## config.mk

```make
export PLATFORM = sky130hd
export DESIGN_NAME = rgbhsd_div_cell
export DESIGN_NICKNAME = d
export VERILOG_FILES = /design/src/hw/rtl/assert_macros.svh /design/src/hw/rtl/rgbhsd_div_cell.sv
export SDC_FILE = /design/constraint.sdc
export NUM_CORES = 1
export LEC_CHECK = 0
export BUFFER_PORTS_ARGS = -buffer_cell sky130_fd_sc_hd__buf_2
export CAP_MARGIN = 10
export CORE_MARGIN = 5
export CORE_UTILIZATION = 38
export CTS_BUF_LIST = sky130_fd_sc_hd__clkbuf_16
export DETAILED_ROUTE_END_ITERATION = 7
export PLACE_DENSITY = 0.74
export SETUP_SLACK_MARGIN = 0.2
export SYNTH_ARGS = -nofsm -noshare
export SYNTH_HDL_FRONTEND = slang
export SYNTH_SLANG_ARGS = --single-unit
```

## constraint.sdc

```tcl
create_clock -name clk -period 3.6 [get_ports clk]
set_clock_uncertainty 0.2 [all_clocks]
set_input_delay 0.72 -clock clk [delete_from_list [all_inputs] [get_ports clk]]
set_output_delay 0.72 -clock clk [all_outputs]
set_load 0.01 [all_outputs]
```

## src/hw/rtl/assert_macros.svh

```systemverilog
// Assertion macros shared by the RTL of the density transform.
// Depends on nothing; each macro takes the clock and active-low reset by name.
`ifndef ASSERT_MACROS_SVH
`define ASSERT_MACROS_SVH

// Property must hold at every edge outside reset.
`define ASSERT_CLK(lbl, clk_s, rstn_s, prop, msg) \
  lbl: assert property (@(posedge clk_s) disable iff (!rstn_s) prop) else $error(msg);

// Condition must never be seen at an edge outside reset.
`define ASSERT_NEVER(lbl, clk_s, rstn_s, cond, msg) \
  lbl: assert property (@(posedge clk_s) disable iff (!rstn_s) !(cond)) else $error(msg);

`endif

```

## src/hw/rtl/rgbhsd_div_cell.sv

```systemverilog
// One cell of the restoring-division chain: one quotient bit per lane.
// Depends on nothing; instantiated in a row by the top level.
module rgbhsd_div_cell #(
  parameter int RW  = 33,
  parameter int QW  = 15,
  parameter int SBW = 37
) (
  input  logic           clk,
  input  logic           rst_n,
  input  logic           valid_i,
  input  logic [RW-1:0]  dsh_i,
  input  logic [RW-1:0]  rx_i,
  input  logic [RW-1:0]  ry_i,
  input  logic [QW-1:0]  qx_i,
  input  logic [QW-1:0]  qy_i,
  input  logic [SBW-1:0] side_i,
  output logic           valid_o,
  output logic [RW-1:0]  dsh_o,
  output logic [RW-1:0]  rx_o,
  output logic [RW-1:0]  ry_o,
  output logic [QW-1:0]  qx_o,
  output logic [QW-1:0]  qy_o,
  output logic [SBW-1:0] side_o
);

  logic          valid_r;
  logic [RW-1:0] dsh_r, rx_r, ry_r;
  logic [QW-1:0] qx_r, qy_r;
  logic [SBW-1:0] side_r;
  logic          gex, gey;
  logic [RW-1:0] rx_nxt, ry_nxt;

  assign gex    = (rx_i >= dsh_i);
  assign gey    = (ry_i >= dsh_i);
  assign rx_nxt = gex ? (rx_i - dsh_i) : rx_i;
  assign ry_nxt = gey ? (ry_i - dsh_i) : ry_i;

  always_ff @(posedge clk) begin
    if (!rst_n) begin
      valid_r <= 1'b0;
    end else begin
      valid_r <= valid_i;
    end
  end

  // Payload advances every cycle; the valid bit marks live beats.
  always_ff @(posedge clk) begin
    dsh_r  <= dsh_i >> 1;
    rx_r   <= rx_nxt;
    ry_r   <= ry_nxt;
    qx_r   <= {qx_i[QW-2:0], gex};
    qy_r   <= {qy_i[QW-2:0], gey};
    side_r <= side_i;
  end

  assign valid_o = valid_r;
  assign dsh_o   = dsh_r;
  assign rx_o    = rx_r;
  assign ry_o    = ry_r;
  assign qx_o    = qx_r;
  assign qy_o    = qy_r;
  assign side_o  = side_r;

endmodule

```

==> summary.txt <==
sum of buffers and inverters on the critical path: 3
Layout fillers: 1852
main flop type after synthesis: dfxtp_1
highest clock rate: 305 MHz
max-slew violations: 0
detailed-route DRC error count: 0
wire length per cell after detailed routing: 15.8 um
Layout Nets: 1503
proportion of synthesized flip-flops having asynchronous set or reset: 0%
run status: finished, final reports clean
DR vias: 7442
hold-fix buffers at CTS: 0
worst hold stages: 1
io pins: 336
part of the Yosys area used for sequential elements: 43.0%
total nets after synthesis: 1067
maximum net fanout on the critical path: 3
post-synthesis cell count: 830
total wirelength of the detailed-routed design: 24600 um
kind of end point of the critical path: register
number of synthesized register bits: 166
Total Die Area: 23300 sq um
count of buffers inserted at the top-level ports: 332
Detail Route Antenna Nets: 0
Leakage Power: 5.63 nW
post-route core utilization: 54.9%
Global Route Usage Sum: 20.3%
Die Height: 153 um
buffer levels on the longest clock path: 2
H-tree levels: 4
initial core utilization: 38.4%
Final Hold Slack: 191 ps
vias in the first global route: 7382
transition at the pin with the smallest max-transition slack: 507 ps
fraction of met3 tracks used by global routing: 6.16%
PnR Total Power: 5.34 mW
clock sink count: 166
total power density per cell area: 484 nW/um^2
Worst EP required: 3750 ps
core footprint: 20100 sq um
GR Layer Usage met2: 36.4%
EDFF count, synth: 0
worst slew slack as a fraction of its limit: 65.8%
largest stage delay on the critical path: 460 ps
hold violation count in the final report: 0
critical-path cell with the highest stage delay: a2111oi_1
TritonCTS clock tree: built
count of maximum capacitance violations: 0
synthesized area: 7730 sq um
Pre-antenna DRT Iters: 5
Post CTS Setup Buffer Count: 0
count of cell instances traversed by the critical path: 13
unrepaired setup endpoints after global routing: false
routability congestion estimate from global placement: 0.911
first-pass GRT wire length: 38200 um
category of cells accounting for the largest share of critical-path delay: compound AO/OA/AOI/OAI gates
Root Buffer: clkbuf_16
maximum vdd drop: 316 uV
initial antenna violation count: 3
Crit Path Class: primary input to register
arrival time reported for the critical path endpoint: 3420 ps
average vias per placed instance: 4.80
Final setup viols: 0
series of cell instances along the critical path: buf_2 -> inv_1 -> ha_1 -> nor2b_1 -> o2111ai_2 -> a21oi_2 -> o211ai_1 -> a2111oi_1 -> buf_4 -> o311ai_2 -> o31a_1 -> xor2_1 -> o21ai_1
violation count after the first detailed-route iteration: 320
Min-Delay Path Class: primary input to register
Avg Synthesized Cell Area: 9.31 sq um
growth of design area from synthesis to finish: 42.7%
horizontal extent of the die: 153 um
kind of launch point of the worst setup path: primary input
standard-cell rows: 52
share of cells above drive strength 1: 40.3%
synthesis warning total: 0
minimum clock period: 3280 ps
fraction of the cycle the final worst path needs: 91.1%
post-synth cell types: 72
clock transition at the register clock pins on the worst setup and hold paths after CTS: 70 ps
total overflow reported by the global router: 0
detailed placer's ending HPWL: 20500 um
largest net degree at the start of global routing: 34
peak-usage layer in the global routing report: met2
TritonCTS Buffers: 17
fraction of met1 tracks used by global routing: 23.9%
cells in the mapped netlist (all sizes together) (3+ instances only):
master | n | area [sq um]
a21o | 26 | 195
nand3 | 18 | 95.1
and3 | 6 | 37.5
a211oi | 5 | 47.5
nand2b | 10 | 62.6
inv | 51 | 191
nor2b | 9 | 56.3
a211o | 5 | 43.8
nand4 | 15 | 93.8
a21oi | 60 | 323
clkbuf | 12 | 48.8
xor2 | 29 | 254
o21ai | 93 | 526
buf | 13 | 130
nand2 | 96 | 368
and2 | 3 | 18.8
ha | 66 | 826
a31oi | 9 | 71.3
o21bai | 6 | 45.0
o31ai | 5 | 42.5
nor3 | 10 | 50.1
nor2 | 30 | 113
o31a | 3 | 26.3
or3 | 7 | 43.8
dfxtp | 166 | 3320
o21a | 9 | 67.6
mux2 | 4 | 45.0
xnor2 | 29 | 254
report_power, final:
group | internal, mW | switching (mW)
sequential | 2.03 | 0.0453
clock | 0.928 | 0.876
combinational | 0.671 | 0.785
total | 3.63 | 1.71
sequential cells by signal (all words and copies together), names as in the netlist:
name     cells
qx_o        15
rx_o        33
qy_o        15
ry_o        33
dsh_o       32
side_o      37
valid_o      1
metal layers:
layer	share of wire [%]	wire length (um)
met1	41	10000
met5	0.15	38
met3	7.5	1840
met2	50	12300
met4	1.3	331
final timing paths:
kind	endpoint	slack [ps]	from
worst max-delay path	rx_o[31]$_DFF_P_	320	dsh_i[1]
worst min-delay path	side_o[25]$_DFF_P_	190	side_i[25]
final cells by class:
type | count | area (sq um) | share of cell area [%]
Tap cell | 270 | 338 | 3.06
Antenna cell | 1 | 2.50 | 0.0227
Sequential cell | 166 | 3320 | 30.1
Clock buffer | 17 | 425 | 3.86
Clock inverter | 15 | 160 | 1.45
Timing Repair Buffer | 442 | 2520 | 22.8
Inverter | 51 | 191 | 1.74
Multi-Input combinational cell | 588 | 4080 | 36.9
through the flow:
stage | instances | cell area [sq um] | setup WS (ps) | setup TNS, ps
6_report | 1550 | 11000 | 322 | 0
5_1_grt | 1549 | 11000 | 202 | 0
4_1_cts | 1549 | 11000 | 238 | 0
3_5_place_dp | 1517 | 10400 | -193 | -3790
3_3_place_gp | 1517 | 10400 | -333 | -2920
2_1_floorplan | 830 | 7730 | 245 | 0
cell families (layout without fill, tap and decap cells):
kind of cell / count (synthesis) / count (layout) / share of synthesized area [%]
compound gates: 245 / 245 / 20.9
mux: 5 / 5 / 0.712
fa+ha+maj: 68 / 68 / 11.2
buf+inv: 76 / 525 / 4.79
flops: 166 / 166 / 43.0
simple gates: 211 / 211 / 12.8
xor+xnor: 58 / 58 / 6.57
other cells: 1 / 2 / 0.0485
cells in the final DEF, fill, tap and decap left out, drive strengths merged, types with 2 or more instances in the layout:
| cell | Yosys | final |
|---|---|---|
| buf | 13 | 442 |
| a21oi | 60 | 60 |
| a211o | 5 | 5 |
| o211a | 2 | 2 |
| a31oi | 9 | 9 |
| a2111oi | 2 | 2 |
| or3 | 7 | 7 |
| fa | 2 | 2 |
| o311ai | 2 | 2 |
| clkbuf | 12 | 17 |
| o211ai | 2 | 2 |
| o31a | 3 | 3 |
| o31ai | 5 | 5 |
| o41ai | 2 | 2 |
| inv | 51 | 58 |
| mux2 | 4 | 4 |
| or2 | 2 | 2 |
| dfxtp | 166 | 166 |
| o21a | 9 | 9 |
| nand3 | 18 | 18 |
| o21ai | 93 | 93 |
| a21boi | 2 | 2 |
| a211oi | 5 | 5 |
| nand2 | 96 | 96 |
| o21bai | 6 | 6 |
| nor2 | 30 | 30 |
| a21o | 26 | 26 |
| nand2b | 10 | 10 |
| clkinv | 0 | 7 |
| nor2b | 9 | 9 |
| xor2 | 29 | 29 |
| and2 | 3 | 3 |
| nand4 | 15 | 15 |
| nor3 | 10 | 10 |
| ha | 66 | 66 |
| a22o | 2 | 2 |
| and3 | 6 | 6 |
| xnor2 | 29 | 29 |
repair_timing:
action,4_1_cts,5_1_grt
resized for setup,0,9
hold endpoints to repair,0,0
setup endpoints to repair,0,26
(Power assumes the default switching activity.)
