**config.mk**
```make
export PLATFORM = sky130hd
export DESIGN_NAME = rgbhsd_front
export DESIGN_NICKNAME = d
export VERILOG_FILES = /design/src/hw/rtl/assert_macros.svh /design/src/hw/rtl/rgbhsd_pkg.sv /design/src/hw/rtl/rgbhsd_front.sv
export SDC_FILE = /design/constraint.sdc
export NUM_CORES = 2
export LEC_CHECK = 0
export BUFFER_PORTS_ARGS = -buffer_cell sky130_fd_sc_hd__buf_2
export CELL_PAD_IN_SITES_DETAIL_PLACEMENT = 1
export CELL_PAD_IN_SITES_GLOBAL_PLACEMENT = 1
export CORE_UTILIZATION = 50
export DETAILED_ROUTE_END_ITERATION = 10
export PLACE_DENSITY_LB_ADDON = 0.08
export SYNTH_ARGS = -nofsm -noshare
export SYNTH_HDL_FRONTEND = slang
export SYNTH_SLANG_ARGS = --single-unit
```
**constraint.sdc**
```tcl
create_clock -name clk -period 21.2 [get_ports clk]
set_clock_uncertainty 0.15 [all_clocks]
set_input_delay 2.12 -clock clk [delete_from_list [all_inputs] [get_ports clk]]
set_output_delay 2.12 -clock clk [all_outputs]
set_load 0.01 [all_outputs]
```
**src/hw/rtl/assert_macros.svh**
```systemverilog
// Assertion macros shared by the RTL of the density transform.
// Depends on nothing; each macro takes the clock and active-low reset by name.
`ifndef ASSERT_MACROS_SVH
`define ASSERT_MACROS_SVH

// Property must hold at every edge outside reset.
`define ASSERT_CLK(lbl, clk_s, rstn_s, prop, msg) \
  lbl: assert property (@(posedge clk_s) disable iff (!rstn_s) prop) else $error(msg);

// Condition must never be seen at an edge outside reset.
`define ASSERT_NEVER(lbl, clk_s, rstn_s, cond, msg) \
  lbl: assert property (@(posedge clk_s) disable iff (!rstn_s) !(cond)) else $error(msg);

`endif

```
**src/hw/rtl/rgbhsd_pkg.sv**
```systemverilog
// Shared types, constants and elaboration-time table functions for the
// RGB to HSD density transform. Depends on nothing.
package rgbhsd_pkg;

  localparam int FRAC_BITS_DEF = 13;
  localparam int LOG_FRAC      = 30;
  localparam logic [31:0] LN2_Q30   = 32'd744261118;
  localparam logic [30:0] SQRT3_Q30 = 31'd1859775393;

  typedef struct packed {
    logic [7:0] channel_zero;
    logic [7:0] channel_one;
    logic [7:0] channel_two;
  } pixel_t;

  typedef struct packed {
    logic        [15:0] mean_density;
    logic signed [15:0] chroma_x;
    logic signed [15:0] chroma_y;
  } hsd_t;

  // log2(x) for x in 1..255 with LOG_FRAC fraction bits, truncated.
  // Only ever called with constant arguments to build the density table.
  function automatic logic [63:0] log2_q30(input int unsigned x);
    int unsigned n;
    logic [63:0] m;
    logic [63:0] fr;
    n  = 0;
    fr = '0;
    for (int i = 0; i < 7; i++) begin
      if ((x >> (n + 1)) != 0) n = n + 1;
    end
    m = 64'(x) << (LOG_FRAC - n);
    for (int i = 0; i < LOG_FRAC; i++) begin
      m  = (m * m) >> LOG_FRAC;
      fr = fr << 1;
      if (m >= (64'd2 << LOG_FRAC)) begin
        m     = m >> 1;
        fr[0] = 1'b1;
      end
    end
    return (64'(n) << LOG_FRAC) | fr;
  endfunction

  // Optical density -ln(v/255) of a clamped byte, frac fraction bits, rounded.
  function automatic logic [63:0] density_calc(input int unsigned v, input int frac);
    int unsigned vc;
    logic [63:0] diff;
    logic [63:0] prod;
    vc = v;
    if (vc == 0) vc = 1;
    if (vc == 255) vc = 254;
    diff = log2_q30(255) - log2_q30(vc);
    prod = diff * 64'(LN2_Q30);
    return (prod + (64'd1 << (2 * LOG_FRAC - 1 - frac))) >> (2 * LOG_FRAC - frac);
  endfunction

endpackage

```
**src/hw/rtl/rgbhsd_front.sv**
```systemverilog
// Front pipeline: density lookup, channel swap, sums, sqrt3 product and the
// reciprocal multiply for the mean. Depends on rgbhsd_pkg.
module rgbhsd_front #(
  parameter int FRAC_BITS = rgbhsd_pkg::FRAC_BITS_DEF
) (
  input  logic                       clk,
  input  logic                       rst_n,
  input  logic                       valid_i,
  input  rgbhsd_pkg::pixel_t         pixel_i,
  input  logic                       channel_order_i,
  output logic                       valid_o,
  output logic [2*FRAC_BITS+6:0]     xnum_o,
  output logic [2*FRAC_BITS+6:0]     ynum_o,
  output logic [2*FRAC_BITS+6:0]     dsh_o,
  output logic [2*FRAC_BITS+10:0]    side_o
);
  import rgbhsd_pkg::*;

  localparam int DW  = FRAC_BITS + 3;
  localparam int SW  = DW + 2;
  localparam int QW  = FRAC_BITS + 2;
  localparam int RW  = SW + QW;
  localparam int K   = LOG_FRAC - FRAC_BITS;
  localparam int PW  = DW + 31;
  localparam logic [SW-1:0] MEAN_RECIP = SW'((2 ** SW) / 3);

  logic [DW-1:0] lut [256];

  for (genvar g = 0; g < 256; g++) begin : g_lut
    localparam logic [DW-1:0] ENTRY = DW'(density_calc(g, FRAC_BITS));
    assign lut[g] = ENTRY;
  end

  // Stage A: table lookup
  logic          a_valid_r;
  logic [DW-1:0] a_dr_r, a_dg_r, a_db_r;

  // Stage B: sum, numerator, difference product
  logic          b_valid_r;
  logic [SW-1:0] b_s_r;
  logic [RW-1:0] b_xnum_r;
  logic [PW-1:0] b_mag_r;
  logic          b_neg_r;

  // Stage C: scaled y numerator, mean estimate
  logic          c_valid_r;
  logic [SW-1:0] c_s_r, c_sp1_r, c_q0_r;
  logic [RW-1:0] c_xnum_r, c_ynum_r;
  logic          c_neg_r;

  logic [DW-1:0]   dr_nxt, db_nxt;
  logic [SW-1:0]   s_nxt;
  logic [DW+1:0]   dr3;
  logic            neg_nxt;
  logic [DW-1:0]   diff_nxt;
  logic [PW:0]     ysum;
  logic [SW-1:0]   sp1;
  logic [2*SW-1:0] mean_prod;

  assign dr_nxt   = channel_order_i ? lut[pixel_i.channel_zero] : lut[pixel_i.channel_two];
  assign db_nxt   = channel_order_i ? lut[pixel_i.channel_two]  : lut[pixel_i.channel_zero];
  assign s_nxt    = SW'(a_dr_r) + SW'(a_dg_r) + SW'(a_db_r);
  assign dr3      = {1'b0, a_dr_r, 1'b0} + (DW+2)'(a_dr_r);
  assign neg_nxt  = (a_dg_r < a_db_r);
  assign diff_nxt = neg_nxt ? (a_db_r - a_dg_r) : (a_dg_r - a_db_r);
  assign ysum     = (PW+1)'(b_mag_r) + ((PW+1)'(b_s_r) << (K - 1));
  assign sp1      = b_s_r + SW'(1);
  assign mean_prod = (2*SW)'(sp1) * (2*SW)'(MEAN_RECIP);

  always_ff @(posedge clk) begin
    if (!rst_n) begin
      a_valid_r <= 1'b0;
      b_valid_r <= 1'b0;
      c_valid_r <= 1'b0;
    end else begin
      a_valid_r <= valid_i;
      b_valid_r <= a_valid_r;
      c_valid_r <= b_valid_r;
    end
  end

  always_ff @(posedge clk) begin
    a_dr_r   <= dr_nxt;
    a_dg_r   <= lut[pixel_i.channel_one];
    a_db_r   <= db_nxt;
    b_s_r    <= s_nxt;
    b_xnum_r <= (RW'(dr3) << FRAC_BITS) + RW'(s_nxt >> 1);
    b_neg_r  <= neg_nxt;
    b_mag_r  <= PW'(diff_nxt) * PW'(SQRT3_Q30);
    c_s_r    <= b_s_r;
    c_sp1_r  <= sp1;
    c_q0_r   <= mean_prod[2*SW-1:SW];
    c_xnum_r <= b_xnum_r;
    c_ynum_r <= RW'(ysum >> K);
    c_neg_r  <= b_neg_r;
  end

  assign valid_o = c_valid_r;
  assign xnum_o  = c_xnum_r;
  assign ynum_o  = c_ynum_r;
  assign dsh_o   = RW'(c_s_r) << (QW - 1);
  assign side_o  = {c_neg_r, c_sp1_r, c_q0_r};

endmodule

```
==> key figures <==
Critical path
  • RR Startpoint: a_dg_r[0]
  • Most used cell, CP: fa_1
  • Setup CP Type: reg2reg
  • Critical path origin: a_dg_r[0]
  • CP required: 21.47 ns
  • Slowest cell on the critical path: xor2_1
  • R2R Setup Slk: 11.48 ns
  • R2R depth: 34
  • Crit. End Element: flop
  • Worst R2R End: b_mag_r[41]
  • Startpoint Class: flop
  • Slowest cell delay on critical path: 0.58 ns
  • Worst Path Max Fanout: 16
  • Crit path arrival time: 9.99 ns
  • Crit path to: b_mag_r[41]

Logic synthesis
  • Largest family of logic cells by synthesized area: adder cells
  • Synth Instances: 4492
  • Netlist cell types: 102
  • Post-synthesis mux area share: 0.0292
  • Synth top area share: 0.178
  • Synth Area in Adders: 0.330
  • Post-synthesis compound-gate area fraction: 0.240
  • Synth Warn #: 0
  • Avg Cell Area, Syn: 7.89 um2
  • Number of flops mapped to enable cells by yosys: 0
  • Ranking of synthesized cells by area: fa_1 18%, ha_1 15%, dfxtp_1 13%
  • Xor and xnor area share after synthesis: 0.0373
  • Most common flop cell mapped by yosys: dfxtp_1
  • #FFs+latches synth: 224
  • Largest area contributor in the netlist: fa_1
  • Cell area after synthesis: around 35000 um2
  • FFs w/ async S/R, synth: 0
  • Sequential area share after synthesis: 0.126
  • Simple-gate share of the synthesized area: 0.140

Clocking
  • Post-CTS Resized: 0
  • Clk Latency, worst-skew pair: 0.55 ns
  • Clk buf depth: 3
  • Setup Fix Bufs, Post-CTS: 0
  • Hold_buf cts: 0
  • CTS tree: built
  • Sink Count: 224
  • Root Driver: clkbuf_16
  • Clk pin slew, worst setup/hold paths: 0.07 ns
  • Inserted Clock Buffers: 24
  • # H-tree levels: 1

Floorplanning
  • Die Ht: approximately 270 um
  • Die ar.: 72000 um2
  • Ports: 165
  • Initial core utilization: 0.505
  • Site Rows: 97
  • Chip width: 268 um
  • CORE AREA: 70100 um2

Finish
  • Layout cell share with drive strength beyond 1: 0.0704
  • Fin cells: 5373
  • Layout fillers: ~8700
  • Most frequent cells in the layout: 552 x inv_1, 429 x ha_1, 371 x a21oi_1, 350 x o21ai_0, 350 x nand2_1
  • NumNets Final: ~5200
  • Final core occ: 0.532
  • P&R area growth vs syn: 5.27%
  • Layout Cell Area excl Fill: 37300 um2
  • Most common cell after layout, fill and taps aside: inv_1

Timing
  • Highest Clock Rate: 103 MHz
  • Final hold violation count: 0
  • Crit share post-route: 0.458
  • Final setup vio count: 0
  • RSZ-0062 raised after global routing: no
  • Period minus WS final: 9.72 ns
  • Final Slew Violations: 0
  • Slew @ Worst Pin: 1.34 ns
  • Worst slew margin: 0.108
  • Fin Setup TNS: 0 ns

Routing
  • Vias: 34500
  • WL/cell: approximately 25 um
  • 1st-iter DRT viols: around 3600
  • Remaining DRCs: 0
  • Via density: 6.42
  • Pre-Repair DR Iteration Count: 6
  • Routed WL: approximately 140000 um
  • DRT antenna net count: 0

Global route
  • Initial antenna violation count: 4
  • All-layer global routing usage: 0.371
  • GR Overflow Total: 0
  • Largest net degree at the start of global routing: 92
  • First-pass GRT wire length: 206000 um
  • Vias in the first global route: ~34000

Placed design
  • Cells after DPL: 5331
  • DP Area: 36500 um2
  • GPL Wtd Cong: slightly above 1
  • Port buffer count: around 150
  • Dpl hpwl: 105000 um

Job
  • Max Cap Viol: 0

Outcome
  • Outcome: completed

Min path
  • Worst hold-check path type: reg2reg
==> Yosys cell counts, types with 38 or more instances <==
library cell / count
buf_1: 58
inv_1: 552
nor3_1: 79
ha_1: 429
nand2_1: 350
dfxtp_1: 224
a31oi_1: 67
nor2_1: 337
a211oi_1: 73
a21oi_1: 371
fa_1: 316
o211ai_1: 60
clkbuf_1: 210
o21ai_0: 350
nand3_1: 84
a21o_1: 61
nand2b_1: 43
xnor2_1: 85
xor2_1: 64
o22ai_1: 38
==> metal layers <==
| layer | vias up | routed length (um) | GRT usage |
|---|---|---|---|
| li1 | 15400 | - | - |
| met4 | 2 | 5450 | 0.140 |
| met5 | - | 12 | 0 |
| met1 | 17000 | 56600 | 0.497 |
| met2 | 1696 | 62500 | 0.599 |
| met3 | 330 | 11600 | 0.0607 |
==> worst min path at each step <==
stage                     cells past startpoint    startpoint         end  slack [ns]
final                                         0  b_xnum_r[22]  xnum_o[22]        0.18
after detailed placement                      0  b_xnum_r[22]  xnum_o[22]        0.16
after global routing                          0  b_xnum_r[22]  xnum_o[22]        0.19
after global placement                        0  b_xnum_r[30]  xnum_o[30]        0.16
after CTS                                     0  b_xnum_r[22]  xnum_o[22]        0.18
after floorplan                               0       b_neg_r     c_neg_r        0.16
==> critical path: cells and delay by family, from the launching register on <==
| kind | cells | cell delay (ns) |
|---|---|---|
| compound gates | 12 | 3.02 |
| xor+xnor | 2 | 0.75 |
| fa+ha+maj | 9 | 4.02 |
| buf+inv | 7 | 0.55 |
| flops | 1 | 0.35 |
| simple gates | 4 | 0.69 |
==> cells by family (layout without fill, tap and decap cells) <==
group	after synthesis	count (layout)
multiplexers	71	71
AO/OA/AOI/OAI	1339	1339
adder cells (fa/ha/maj)	745	745
flip-flops	224	224
XOR/XNOR	150	150
buffers and inverters	879	801
other	1	20
AND/OR/NAND/NOR	1083	1083
==> layout make-up <==
class	instances	area, um2	area share
timing repair buffer	192	1100	0.0294
tap	940	1180	0.0315
antenna	1	2.50	0.0000670
inverter	568	2140	0.0573
sequential	224	4480	0.120
clock inverter	8	173	0.00463
clock buffer	33	664	0.0178
multi-input combinational	3407	27600	0.739
==> metrics by stage <==
stage	hold WS [ns]	setup slack, ns
floorplan	0.160	12.51
global placement	0.160	11.69
detailed placement	0.163	11.52
CTS	0.177	11.47
global route	0.186	11.01
finish	0.177	11.48
==> state kept, by name, indices dropped and copies added (netlist names) <==
register / flops
a_valid_r: 1
c_q0_r: 17
a_dr_r: 16
b_neg_r: 1
xnum_o: 32
c_s_r: 5
c_neg_r: 1
b_mag_r: 31
a_db_r: 16
valid_o: 1
b_s_r: 5
ynum_o: 31
a_dg_r: 16
c_sp1_r: 18
b_xnum_r: 32
b_valid_r: 1
Power is not shown: default switching activity piles up to over one toggle a cycle in this logic, so the estimate is an artifact.
